$ cat config.mk
export PLATFORM = sky130hd
export DESIGN_NAME = keyed_table_evict_oldest
export DESIGN_NICKNAME = d
export VERILOG_FILES = /design/src/design/kteo_pkg.sv /design/src/design/kteo_table.sv /design/src/design/kteo_scan.sv /design/src/design/keyed_table_evict_oldest.sv
export SDC_FILE = /design/constraint.sdc
export NUM_CORES = 1
export LEC_CHECK = 0
export BUFFER_PORTS_ARGS = -buffer_cell sky130_fd_sc_hd__buf_2
export CAP_MARGIN = 20
export CORE_UTILIZATION = 50
export DETAILED_ROUTE_END_ITERATION = 12
export PLACE_DENSITY = 0.8
export SLEW_MARGIN = 10
export SYNTH_ARGS = -nofsm -noshare
export SYNTH_HDL_FRONTEND = slang
export SYNTH_HIERARCHICAL = 1
export SYNTH_SLANG_ARGS = --single-unit
$ cat constraint.sdc
create_clock -name clk_i -period 5.64 [get_ports clk_i]
set_clock_uncertainty 0.15 [all_clocks]
set_input_delay 0.564 -clock clk_i [delete_from_list [all_inputs] [get_ports clk_i]]
set_output_delay 0.564 -clock clk_i [all_outputs]
set_load 0.02 [all_outputs]
$ cat src/design/kteo_pkg.sv
package kteo_pkg;

  localparam int unsigned TABLE_ENTRIES = 8;
  localparam int unsigned IDX_W = (TABLE_ENTRIES > 1) ? $clog2(TABLE_ENTRIES) : 1;
  localparam int unsigned CNT_W = $clog2(TABLE_ENTRIES + 1);

  localparam int unsigned KEY_W = 32;
  localparam int unsigned SRC_W = 2;
  localparam int unsigned FUNC_W = 2;
  localparam int unsigned SLOT_W = 3;
  localparam int unsigned OUT_CNT_W = 4;

  localparam logic [KEY_W-1:0] FREE_KEY = {KEY_W{1'b1}};
  localparam logic [SRC_W-1:0] SRC_OTHER = 2'd0;
  localparam logic [SRC_W-1:0] SRC_UNUSED = 2'd3;

  localparam logic STATUS_OK = 1'b0;
  localparam logic STATUS_MISS = 1'b1;

  typedef enum logic [FUNC_W-1:0] {
    FUNC_ADD = 2'd0,
    FUNC_REMOVE = 2'd1,
    FUNC_NEWEST = 2'd2
  } func_e;

  typedef enum logic [1:0] {
    SCAN_ADD,
    SCAN_REMOVE,
    SCAN_NEWEST
  } scan_mode_e;

  typedef enum logic [1:0] {
    ST_IDLE,
    ST_SCAN,
    ST_FINISH
  } state_e;

  typedef struct packed {
    logic start;
    logic step;
    scan_mode_e mode;
    logic [IDX_W-1:0] idx;
  } scan_ctrl_t;

  typedef struct packed {
    logic hit;
    logic [IDX_W-1:0] pick;
    logic [KEY_W-1:0] best;
    logic [SRC_W-1:0] src;
    logic free_hit;
    logic [IDX_W-1:0] free_pick;
  } scan_res_t;

  typedef struct packed {
    logic en;
    logic [IDX_W-1:0] idx;
    logic [KEY_W-1:0] key;
    logic [SRC_W-1:0] src;
  } tbl_wr_t;

endpackage

$ cat src/design/kteo_table.sv
module kteo_table
  import kteo_pkg::*;
(
  input  logic             clk_i,
  input  logic             rst_ni,
  input  logic [IDX_W-1:0] rd_idx_i,
  output logic [KEY_W-1:0] rd_key_o,
  output logic [SRC_W-1:0] rd_src_o,
  input  tbl_wr_t          wr_i
);

  logic [KEY_W-1:0] keys_q [TABLE_ENTRIES];
  logic [SRC_W-1:0] srcs_q [TABLE_ENTRIES];

  always_ff @(posedge clk_i or negedge rst_ni) begin
    if (!rst_ni) begin
      for (int i = 0; i < TABLE_ENTRIES; i++) begin
        keys_q[i] <= FREE_KEY;
        srcs_q[i] <= SRC_OTHER;
      end
    end else if (wr_i.en) begin
      keys_q[wr_i.idx] <= wr_i.key;
      srcs_q[wr_i.idx] <= wr_i.src;
    end
  end

  assign rd_key_o = keys_q[rd_idx_i];
  assign rd_src_o = srcs_q[rd_idx_i];

endmodule

$ cat src/design/kteo_scan.sv
module kteo_scan
  import kteo_pkg::*;
(
  input  logic             clk_i,
  input  logic             rst_ni,
  input  scan_ctrl_t       ctrl_i,
  input  logic [KEY_W-1:0] key_ref_i,
  input  logic [KEY_W-1:0] rd_key_i,
  input  logic [SRC_W-1:0] rd_src_i,
  output scan_res_t        res_o
);

  logic             hit_q, hit_d;
  logic             free_hit_q, free_hit_d;
  logic [IDX_W-1:0] pick_q, pick_d;
  logic [IDX_W-1:0] free_pick_q, free_pick_d;
  logic [KEY_W-1:0] best_q, best_d;
  logic [SRC_W-1:0] src_q, src_d;

  logic             is_free;
  logic             is_eq;
  logic             is_better;
  logic [KEY_W-1:0] cmp_a;
  logic [KEY_W-1:0] cmp_b;
  logic             take;

  always_comb begin
    is_free = (rd_key_i == FREE_KEY);
    is_eq = (rd_key_i == key_ref_i);
    if (ctrl_i.mode == SCAN_NEWEST) begin
      cmp_a = best_q;
      cmp_b = rd_key_i;
    end else begin
      cmp_a = rd_key_i;
      cmp_b = best_q;
    end
    is_better = (cmp_a < cmp_b);

    unique case (ctrl_i.mode)
      SCAN_ADD:    take = !is_free && (!hit_q || is_better);
      SCAN_REMOVE: take = is_eq && !hit_q;
      SCAN_NEWEST: take = !is_free && (!hit_q || is_better);
      default:     take = 1'b0;
    endcase

    hit_d = hit_q;
    pick_d = pick_q;
    best_d = best_q;
    src_d = src_q;
    free_hit_d = free_hit_q;
    free_pick_d = free_pick_q;

    if (ctrl_i.start) begin
      hit_d = 1'b0;
      free_hit_d = 1'b0;
    end else if (ctrl_i.step) begin
      if (take) begin
        hit_d = 1'b1;
        pick_d = ctrl_i.idx;
        best_d = rd_key_i;
        src_d = rd_src_i;
      end
      if (ctrl_i.mode == SCAN_ADD && is_free && !free_hit_q) begin
        free_hit_d = 1'b1;
        free_pick_d = ctrl_i.idx;
      end
    end
  end

  always_ff @(posedge clk_i or negedge rst_ni) begin
    if (!rst_ni) begin
      hit_q <= 1'b0;
      free_hit_q <= 1'b0;
    end else begin
      hit_q <= hit_d;
      free_hit_q <= free_hit_d;
    end
  end

  always_ff @(posedge clk_i) begin
    pick_q <= pick_d;
    best_q <= best_d;
    src_q <= src_d;
    free_pick_q <= free_pick_d;
  end

  assign res_o = '{hit: hit_q, pick: pick_q, best: best_q, src: src_q,
                   free_hit: free_hit_q, free_pick: free_pick_q};

`ifndef SYNTHESIS
  a_newest_hit_valid: assert property (@(posedge clk_i) disable iff (!rst_ni)
    ctrl_i.step && ctrl_i.mode == SCAN_NEWEST && hit_q |-> best_q != FREE_KEY)
    else $error("newest scan holds a free key as its best entry");
`endif

endmodule

$ cat src/design/keyed_table_evict_oldest.sv
// Channel | Direction | Handshake               | Payload
// in      | input     | in_valid_i / in_stall_o   | func_i, item_id_i, source_kind_i
// out     | output    | out_valid_o / out_stall_i | status_o, slot_o, evicted_o,
//         |           |                           | evicted_id_o, found_id_o,
//         |           |                           | found_source_o, entry_count_o
//
// The scan reads one table entry per cycle through a single compare unit, so the result is
// registered as ST_FINISH is left, once every entry has been read, and the input is ready
// again in the cycle after, back in ST_IDLE; no new item is taken before then. Items that
// need no scan (rejected adds and removes, unused operations) go straight to ST_FINISH.
// The table resets to all slots free with a count of zero; no clearing pass is needed.
// A result waits in the output register while out_stall_i is high, and the next item
// is accepted meanwhile but cannot finish until that result is taken.
module keyed_table_evict_oldest
  import kteo_pkg::*;
(
  input  logic                 clk_i,
  input  logic                 rst_ni,
  input  logic                 in_valid_i,
  output logic                 in_stall_o,
  input  logic [FUNC_W-1:0]    func_i,
  input  logic [KEY_W-1:0]     item_id_i,
  input  logic [SRC_W-1:0]     source_kind_i,
  output logic                 out_valid_o,
  input  logic                 out_stall_i,
  output logic                 status_o,
  output logic [SLOT_W-1:0]    slot_o,
  output logic                 evicted_o,
  output logic [KEY_W-1:0]     evicted_id_o,
  output logic [KEY_W-1:0]     found_id_o,
  output logic [SRC_W-1:0]     found_source_o,
  output logic [OUT_CNT_W-1:0] entry_count_o
);

  state_e state_q, state_d;
  logic [IDX_W-1:0] idx_q, idx_d;
  logic [CNT_W-1:0] count_q, count_d;
  logic [FUNC_W-1:0] func_q;
  logic [KEY_W-1:0] key_q;
  logic [SRC_W-1:0] src_q;
  logic skip_q;
  logic out_valid_q, out_valid_d;

  logic accept;
  logic skip;
  logic finish;
  logic out_free;
  scan_ctrl_t scan_ctrl;
  scan_res_t scan_res;
  tbl_wr_t wr;
  logic [KEY_W-1:0] rd_key;
  logic [SRC_W-1:0] rd_src;

  logic res_status;
  logic [IDX_W-1:0] res_pick;
  logic res_evicted;
  logic [KEY_W-1:0] res_evicted_id;
  logic [KEY_W-1:0] res_found_id;
  logic [SRC_W-1:0] res_found_src;

  logic status_q;
  logic [SLOT_W-1:0] slot_q;
  logic evicted_q;
  logic [KEY_W-1:0] evicted_id_q;
  logic [KEY_W-1:0] found_id_q;
  logic [SRC_W-1:0] found_src_q;

  kteo_table u_table (
    .clk_i    (clk_i),
    .rst_ni   (rst_ni),
    .rd_idx_i (idx_q),
    .rd_key_o (rd_key),
    .rd_src_o (rd_src),
    .wr_i     (wr)
  );

  kteo_scan u_scan (
    .clk_i     (clk_i),
    .rst_ni    (rst_ni),
    .ctrl_i    (scan_ctrl),
    .key_ref_i (key_q),
    .rd_key_i  (rd_key),
    .rd_src_i  (rd_src),
    .res_o     (scan_res)
  );

  assign out_free = !out_valid_q || !out_stall_i;
  assign in_stall_o = (state_q != ST_IDLE);
  assign accept = in_valid_i && (state_q == ST_IDLE);
  assign finish = (state_q == ST_FINISH) && out_free;
  assign skip = !((func_i == FUNC_ADD && item_id_i != FREE_KEY) ||
                  (func_i == FUNC_REMOVE && item_id_i != FREE_KEY) ||
                  (func_i == FUNC_NEWEST));

  always_comb begin
    state_d = state_q;
    idx_d = idx_q;
    scan_ctrl.start = accept;
    scan_ctrl.step = (state_q == ST_SCAN);
    scan_ctrl.idx = idx_q;
    unique case (func_q)
      FUNC_ADD:    scan_ctrl.mode = SCAN_ADD;
      FUNC_REMOVE: scan_ctrl.mode = SCAN_REMOVE;
      default:     scan_ctrl.mode = SCAN_NEWEST;
    endcase

    unique case (state_q)
      ST_IDLE: begin
        if (accept) begin
          idx_d = '0;
          state_d = skip ? ST_FINISH : ST_SCAN;
        end
      end
      ST_SCAN: begin
        idx_d = idx_q + 1'b1;
        if (idx_q == IDX_W'(TABLE_ENTRIES - 1)) begin
          idx_d = '0;
          state_d = ST_FINISH;
        end
      end
      ST_FINISH: begin
        if (out_free) begin
          state_d = ST_IDLE;
        end
      end
      default: state_d = ST_IDLE;
    endcase
  end

  always_comb begin
    res_status = STATUS_MISS;
    res_pick = '0;
    res_evicted = 1'b0;
    res_evicted_id = '0;
    res_found_id = key_q;
    res_found_src = SRC_OTHER;
    count_d = count_q;
    wr = '{en: 1'b0, idx: '0, key: key_q, src: src_q};

    if (!skip_q) begin
      priority if (func_q == FUNC_ADD) begin
        res_status = STATUS_OK;
        res_found_src = src_q;
        if (scan_res.free_hit) begin
          res_pick = scan_res.free_pick;
          count_d = count_q + 1'b1;
        end else begin
          res_pick = scan_res.pick;
          res_evicted = 1'b1;
          res_evicted_id = scan_res.best;
        end
        wr = '{en: finish, idx: res_pick, key: key_q, src: src_q};
      end else if (func_q == FUNC_REMOVE) begin
        if (scan_res.hit) begin
          res_status = STATUS_OK;
          res_pick = scan_res.pick;
          res_found_src = scan_res.src;
          count_d = count_q - 1'b1;
          wr = '{en: finish, idx: scan_res.pick, key: FREE_KEY, src: scan_res.src};
        end
      end else begin
        res_found_id = '0;
        if (scan_res.hit) begin
          res_status = STATUS_OK;
          res_pick = scan_res.pick;
          res_found_id = scan_res.best;
          res_found_src = scan_res.src;
        end
      end
    end

    out_valid_d = out_valid_q;
    if (finish) begin
      out_valid_d = 1'b1;
    end else if (out_valid_q && !out_stall_i) begin
      out_valid_d = 1'b0;
    end
  end

  always_ff @(posedge clk_i or negedge rst_ni) begin
    if (!rst_ni) begin
      state_q <= ST_IDLE;
      idx_q <= '0;
      count_q <= '0;
      out_valid_q <= 1'b0;
    end else begin
      state_q <= state_d;
      idx_q <= idx_d;
      out_valid_q <= out_valid_d;
      if (finish) begin
        count_q <= count_d;
      end
    end
  end

  always_ff @(posedge clk_i) begin
    if (accept) begin
      func_q <= func_i;
      key_q <= item_id_i;
      src_q <= (source_kind_i == SRC_UNUSED) ? SRC_OTHER : source_kind_i;
      skip_q <= skip;
    end
    if (finish) begin
      status_q <= res_status;
      slot_q <= SLOT_W'(res_pick);
      evicted_q <= res_evicted;
      evicted_id_q <= res_evicted_id;
      found_id_q <= res_found_id;
      found_src_q <= res_found_src;
    end
  end

  assign out_valid_o = out_valid_q;
  assign status_o = status_q;
  assign slot_o = slot_q;
  assign evicted_o = evicted_q;
  assign evicted_id_o = evicted_id_q;
  assign found_id_o = found_id_q;
  assign found_source_o = found_src_q;
  assign entry_count_o = OUT_CNT_W'(count_q);

`ifndef SYNTHESIS
  a_count_bound: assert property (@(posedge clk_i) disable iff (!rst_ni)
    count_q <= CNT_W'(TABLE_ENTRIES))
    else $error("entry count exceeds the table size");

  a_evict_when_full: assert property (@(posedge clk_i) disable iff (!rst_ni)
    out_valid_q && evicted_q |-> count_q == CNT_W'(TABLE_ENTRIES))
    else $error("eviction reported while the table is not full");

  a_count_step: assert property (@(posedge clk_i) disable iff (!rst_ni)
    finish |=> count_q == $past(count_q) || count_q == $past(count_q) + 1'b1 ||
               count_q == $past(count_q) - 1'b1)
    else $error("entry count moved by more than one per item");

  a_scan_len: assert property (@(posedge clk_i) disable iff (!rst_ni)
    state_q == ST_SCAN && idx_q == IDX_W'(TABLE_ENTRIES - 1) |=> state_q == ST_FINISH)
    else $error("scan did not end after the last entry");
`endif

endmodule

==> Yosys cells after proc, flatten, opt, wreduce, memory -nomap -nowiden <==
Index checks and enable logic that the tools add are counted.
{ "totals": {"reg_bits": 432, "latch_bits": 0, "ram_bits": 0, "romBits": 0, "in_bits": 40, "output_inout_bits": 77, "wordCells": 158, "memories": 0} }
{ "classes": {"addsub": 3, "multipliers": 0, "div_mod_pow": 0, "n_lt_le_gt_ge": 4, "eq_ne": 16, "shift": 0, "mux": 52, "bitwise_logic": 5, "reduce_logical": 42} }
{ "ops": {"columns": ["cell", "count"], "rows": [
  ["$mux 32", 9],
  ["$bwmux 256", 1],
  ["$mux 38", 4],
  ["$bmux 32 s3", 1],
  ["$demux 32 s3", 1],
  ["$eq 32x32->1", 1],
  ["$eq 32x32->1 const B", 1],
  ["$lt 32x32->1", 1],
  ["$ne 32x32->1 const B", 1],
  ["$mux 2", 9],
  ["$bwmux 16", 1],
  ["$mux 4", 4],
  ["$reduce_bool 2->1", 8],
  ["$mux 3", 5],
  ["$mux 1", 11],
  ["$logic_and 1x1->1", 10],
  ["$reduce_and 3->1", 3],
  ["$eq 2x1->1 const B", 4],
  ["$eq 2x2->1 const B", 4],
  ["$ge 4x4->1 const B", 2],
  ["$logic_not 2->1", 4],
  ["$not 3->4", 2],
  ["$bmux 2 s3", 1],
  ["$demux 2 s3", 1],
  ["other kinds (18)", 33]
]} }

==> Longest topological paths before layout <==
{ "depth": {"depth_word": 13, "mapped_depth": 14, "depth_no_buf": 10} }

==> Cells and area by module <==
Netlist, hierarchy kept.
{ "by_module_without_submodules": {"columns": ["module", "instances", "cells_each", "area_each_um2"], "rows": [
  ["kteo_table", 1, 705, 12584.6],
  ["keyed_table_evict_oldest", 1, 398, 5022.3],
  ["kteo_scan", 1, 298, 2982.9]
]} }

==> Worst setup path after synthesis <==
Ideal clock, no wire load.
{ "synth_timing": {"path_type": "register to register", "start": "reg state_q[0]", "end": "reg u_table/keys_q[193] in the netlist's numbering", "setup_ns": 0.082, "t_arrival_ns": 5.627, "t_required_ns": 5.408, "slack_ns": -0.219, "path_stages_with_launch": 9, "period_less_slack_ns": 5.859, "cell_sequence": "dfrtp_1 -> nand2b_1 -> a21oi_1 -> nor3b_1 -> buf_2 -> nor4bb_1 -> buf_2 -> buf_2 -> mux2_2"} }
{ "synth_lines": {"columns": ["element", "line_no", "rtl"], "rows": [
  ["from (decl)", "keyed_table_evict_oldest.sv:35", "state_e state_q, state_d;"],
  ["from (signal assigned)", "keyed_table_evict_oldest.sv:187", "state_q <= state_d;"],
  ["to (signal, indexed assignment)", "kteo_table.sv:22", "keys_q[wr_i.idx] <= wr_i.key;"],
  ["to (decl)", "kteo_table.sv:12", "logic [KEY_W-1:0] keys_q [TABLE_ENTRIES];"]
]} }

==> Worst setup path after layout <==
{ "layout_timing": {"start": "reg idx_q[0]", "end": "reg u_scan.best_q[12] (enable)"} }
{ "layout_via": {"elab_chain_cells": 10} }
{ "layout_lines": {"columns": ["element", "line_no", "rtl"], "rows": [
  ["from (decl)", "keyed_table_evict_oldest.sv:36", "logic [IDX_W-1:0] idx_q, idx_d;"],
  ["from (signal assigned)", "keyed_table_evict_oldest.sv:188", "idx_q <= idx_d;"],
  ["$not 3->4 (implied by the code) *", "kteo_table.sv:27", "assign rd_key_o = keys_q[rd_idx_i];"],
  ["$bmux 32 s3 *", "kteo_table.sv:27", null],
  ["$mux 32 (implied by the code) * (2 in a row)", "kteo_table.sv:27", null],
  ["named net rd_key[17]", "keyed_table_evict_oldest.sv:51", "logic [KEY_W-1:0] rd_key;"],
  ["$mux 32", "kteo_scan.sv:30", "if (ctrl_i.mode == SCAN_NEWEST) begin"],
  ["$lt 32x32->1", "kteo_scan.sv:37", "is_better = (cmp_a < cmp_b);"],
  ["$logic_or 1x1->1", "kteo_scan.sv:40, kteo_scan.sv:42", null],
  ["$logic_and 1x1->1", "kteo_scan.sv:40, kteo_scan.sv:42", null],
  ["$pmux 1 s2 *", "kteo_scan.sv:39", "unique case (ctrl_i.mode)"],
  ["$reduce_and 3->1 (no source line) *", null, null],
  ["to (signal assigned)", "kteo_scan.sv:82", "best_q <= best_d;"],
  ["to (decl)", "kteo_scan.sv:17", "logic [KEY_W-1:0] best_q, best_d;"]
]} }
The timed path passes the listed nets; every way through them passes the cells marked *. The select of a mux whose other input is x is not followed.
A chain may end at the register's enable or synchronous reset.

==> flow_summary.json <==
{
  "status": "finished, final reports clean",
  "fin_crit_ns": 4.60,
  "grt_pass1_vias": 12900,
  "cts_resized": 0,
  "report.final.slew_viol_count": 0,
  "cellLeakagePower_nw": 9.13,
  "ys_seq_area_share_pct": 57.7,
  "synthTopCellsByCount": "284 x mux2_2, 256 x dfstp_2, 148 x edfxtp_1",
  "final_nets": 1552,
  "synth_top_area_share_pct": 32.7,
  "vdd_drop_max_mv": 0.276,
  "syn2layout_area_growth_pct": 12.6,
  "fin_ws_ns": 1.04,
  "crit_fanout": 28,
  "holdBufCountCts": 0,
  "yosysMostFrequentCell": "mux2_2",
  "synth_top_flop_cell": "dfstp_2",
  "syn-num-nets": 1446,
  "required_ns": 5.73,
  "diodes": 0,
  "ant_nets": 0,
  "worstSetupPathType": "flip-flop to flip-flop",
  "grt_pass1_wl_mm": 76.6,
  "synth_warnings": 6,
  "overflow": 0,
  "synth_seq_cells": 432,
  "register_area_um2": 11900,
  "fin_crit_sh_pct": 81.6,
  "end_kind": "flip-flop",
  "rsz0062_at_grt": "no",
  "rows": 73,
  "drtIter0Drc": 972,
  "cts.path.max_buffers": 3,
  "tightest_slew_ns": 1.06,
  "p_per_area_nw_per_um2": 462,
  "syn_inst": 1401,
  "worstHoldPathType": "primary input to async pin",
  "syn_area_per_cell_um2": 14.7,
  "synthDistinctLibCells": 68,
  "drt_drc_violations_left": 0,
  "critPathSlowestCell": "dfrtp_4",
  "htreeDepth": 2,
  "multi_input_area_um2": 8230,
  "syn-cell-area_um2": 20600,
  "pre_cts_slack_ns": 1.10,
  "yosysTopAreaCell": "dfstp_2",
  "cts_root_buf": "clkbuf_16",
  "cts_sinks": 432,
  "wl_per_cell_um": 24.3,
  "clk_latency_ns": 0.56,
  "firstDrtPassIters": 6,
  "numCtsBuffers": 43,
  "antenna_found_initial": 0,
  "ys_top_cells_by_area": "dfstp_2 33%, edfxtp_1 22%, mux2_2 16%",
  "via_count": 12600,
  "setup_viol": 0,
  "place_hpwl_mm": 32.6,
  "finalHoldViolations": 0,
  "gp_congestion": 0.988,
  "grt_max_degree": 121,
  "ios": 117,
  "async_flop_share_pct": 65.7,
  "max_slew_margin_pct": 29.1,
  "fillers": 3058,
  "dieArea_um2": 42000,
  "coreArea_um2": 40200,
  "drive_above_1_share_pct": 56.2,
  "crit_path_start_kind": "flip-flop",
  "grt.total_usage_pct": 24.3,
  "tns_ns": 0,
  "initial_core_util_pct": 51.2,
  "die-height_um": 205,
  "max_freq_mhz": 217,
  "via_per_inst": 6.10,
  "slowest_delay_ns": 0.77,
  "fin_util_pct": 57.7,
  "synth_enable_flop_cells": 148,
  "arrival_ns": 4.69,
  "routed_wl_mm": 50.2,
  "io_buffer_count": 116,
  "path_clk_slew_ns": 0.07,
  "die_w_um": 205,
  "path_cells": "buf_12 -> mux4_2 -> mux2_4 -> nor2b_1 -> o311ai_0 -> a21boi_0 -> o2111ai_1 -> a21oi_1 -> a2111oi_0 -> o2111ai_1 -> nand2_1 -> buf_12",
  "max_cap_viol_count": 0,
  "post_cts_buffers": 0,
  "cts_tree": "done"
}
==> layout make-up <==
class / count / area share [%]
Clock inverter: 27 / 1.28
Timing Repair Buffer: 145 / 3.81
Inverter: 24 / 0.389
Multi-Input combinational cell: 861 / 35.5
Tap cell: 525 / 2.83
Sequential cell: 432 / 51.2
Clock buffer: 53 / 4.98
==> where the power goes <==
part | switching, mW | internal [mW] | total, mW | leakage (nW)
combinational | 1.80 | 1.32 | 3.12 | 4.03
sequential | 0.549 | 4.11 | 4.65 | 4.39
clock | 1.22 | 1.70 | 2.93 | 0.703
total | 3.57 | 7.13 | 10.7 | 9.13
==> state kept, by name (all words and copies together) (netlist names), 4 cells and up <==
signal / flops
key_q: 32
u_scan/best_q: 32
u_table/keys_q: 256
found_id_o: 32
entry_count_o: 4
evicted_id_o: 32
u_table/srcs_q: 16
==> metal layers <==
layer  share of wire [%]  vias to the layer above  global-route usage, %  routed length [um]
met5                   0                        -                      0                   0
met4                 4.5                        0                   11.3                2280
met2                  48                      579                   39.2               23900
met3                 7.0                      140                   4.53                3530
li1                    -                     5407                      -                   -
met1                  41                     6493                   31.8               20500
==> through the flow <==
step | total power, mW | cell area, um2 | std cells | hold slack, ns
2_1_floorplan | 6.76 | 20600 | 1401 | 0.118
6_report | 10.7 | 23200 | 2067 | 0.0248
3_3_place_gp | 7.60 | 21700 | 1986 | 0.308
4_1_cts | 10.7 | 23200 | 2066 | 0.00118
5_1_grt | 11.1 | 23200 | 2067 | 0.0263
3_5_place_dp | 7.72 | 21700 | 1986 | 0.319
==> cell families (layout without fill, tap and decap cells) <==
family,count (synthesis),count (layout),synth area share [%]
multiplexers,381,381,24.9
AO/OA/AOI/OAI,116,116,3.59
XOR/XNOR,50,50,2.20
buffers and inverters,108,249,2.71
flip-flops,432,432,57.7
AND/OR/NAND/NOR,304,304,8.34
adder cells (fa/ha/maj),10,10,0.583
==> placed cells by master, fill, tap and decap left out, types with 8 or more instances in the layout <==
cell,Yosys,layout
edfxtp_1,148,148
dfrtp_1,28,25
dfstp_2,256,256
a31oi_1,13,13
nor2b_1,31,31
buf_2,35,115
mux2_2,284,284
a21oi_1,18,17
nor4_1,12,12
mux2_4,21,21
or2_1,33,33
nand2b_1,15,14
o21ai_0,9,9
nor2_1,24,23
o21ai_1,33,33
clkbuf_16,0,44
nand4_1,21,21
xnor2_1,18,18
nor3_1,8,8
nand3_1,9,9
inv_1,20,20
mux4_2,68,68
and2_1,33,33
xor2_1,30,30
nand2_1,89,89
buf_4,12,23
==> worst max-delay path: cells and delay by family, from the launching register on <==
kind | cells | cell delay [ns]
AOI/OAI and AO/OA | 6 | 1.23
muxes | 2 | 0.84
DFF | 1 | 0.77
and+or+nand+nor | 2 | 0.70
buffers and inverters | 2 | 0.58
==> final timing paths <==
| kind | start | endpoint | slack, ns | cells after the start |
|---|---|---|---|---|
| min in group clk_i | item_id_i[23] | key_q[23] | 0.05 | 1 |
| max reg2reg | idx_q[0] | u_scan/best_q[12] | 1.04 | 12 |
| max | idx_q[0] | u_scan/best_q[12] | 1.04 | 12 |
| min | rst_ni | u_table/srcs_q[2] | 0.02 | 1 |
| max in group asynchronous | rst_ni | u_table/keys_q[183] | 4.18 | 2 |
| min reg2reg | entry_count_o[3] | entry_count_o[3] | 0.34 | 1 |
Power figures use the tool's default switching activity.
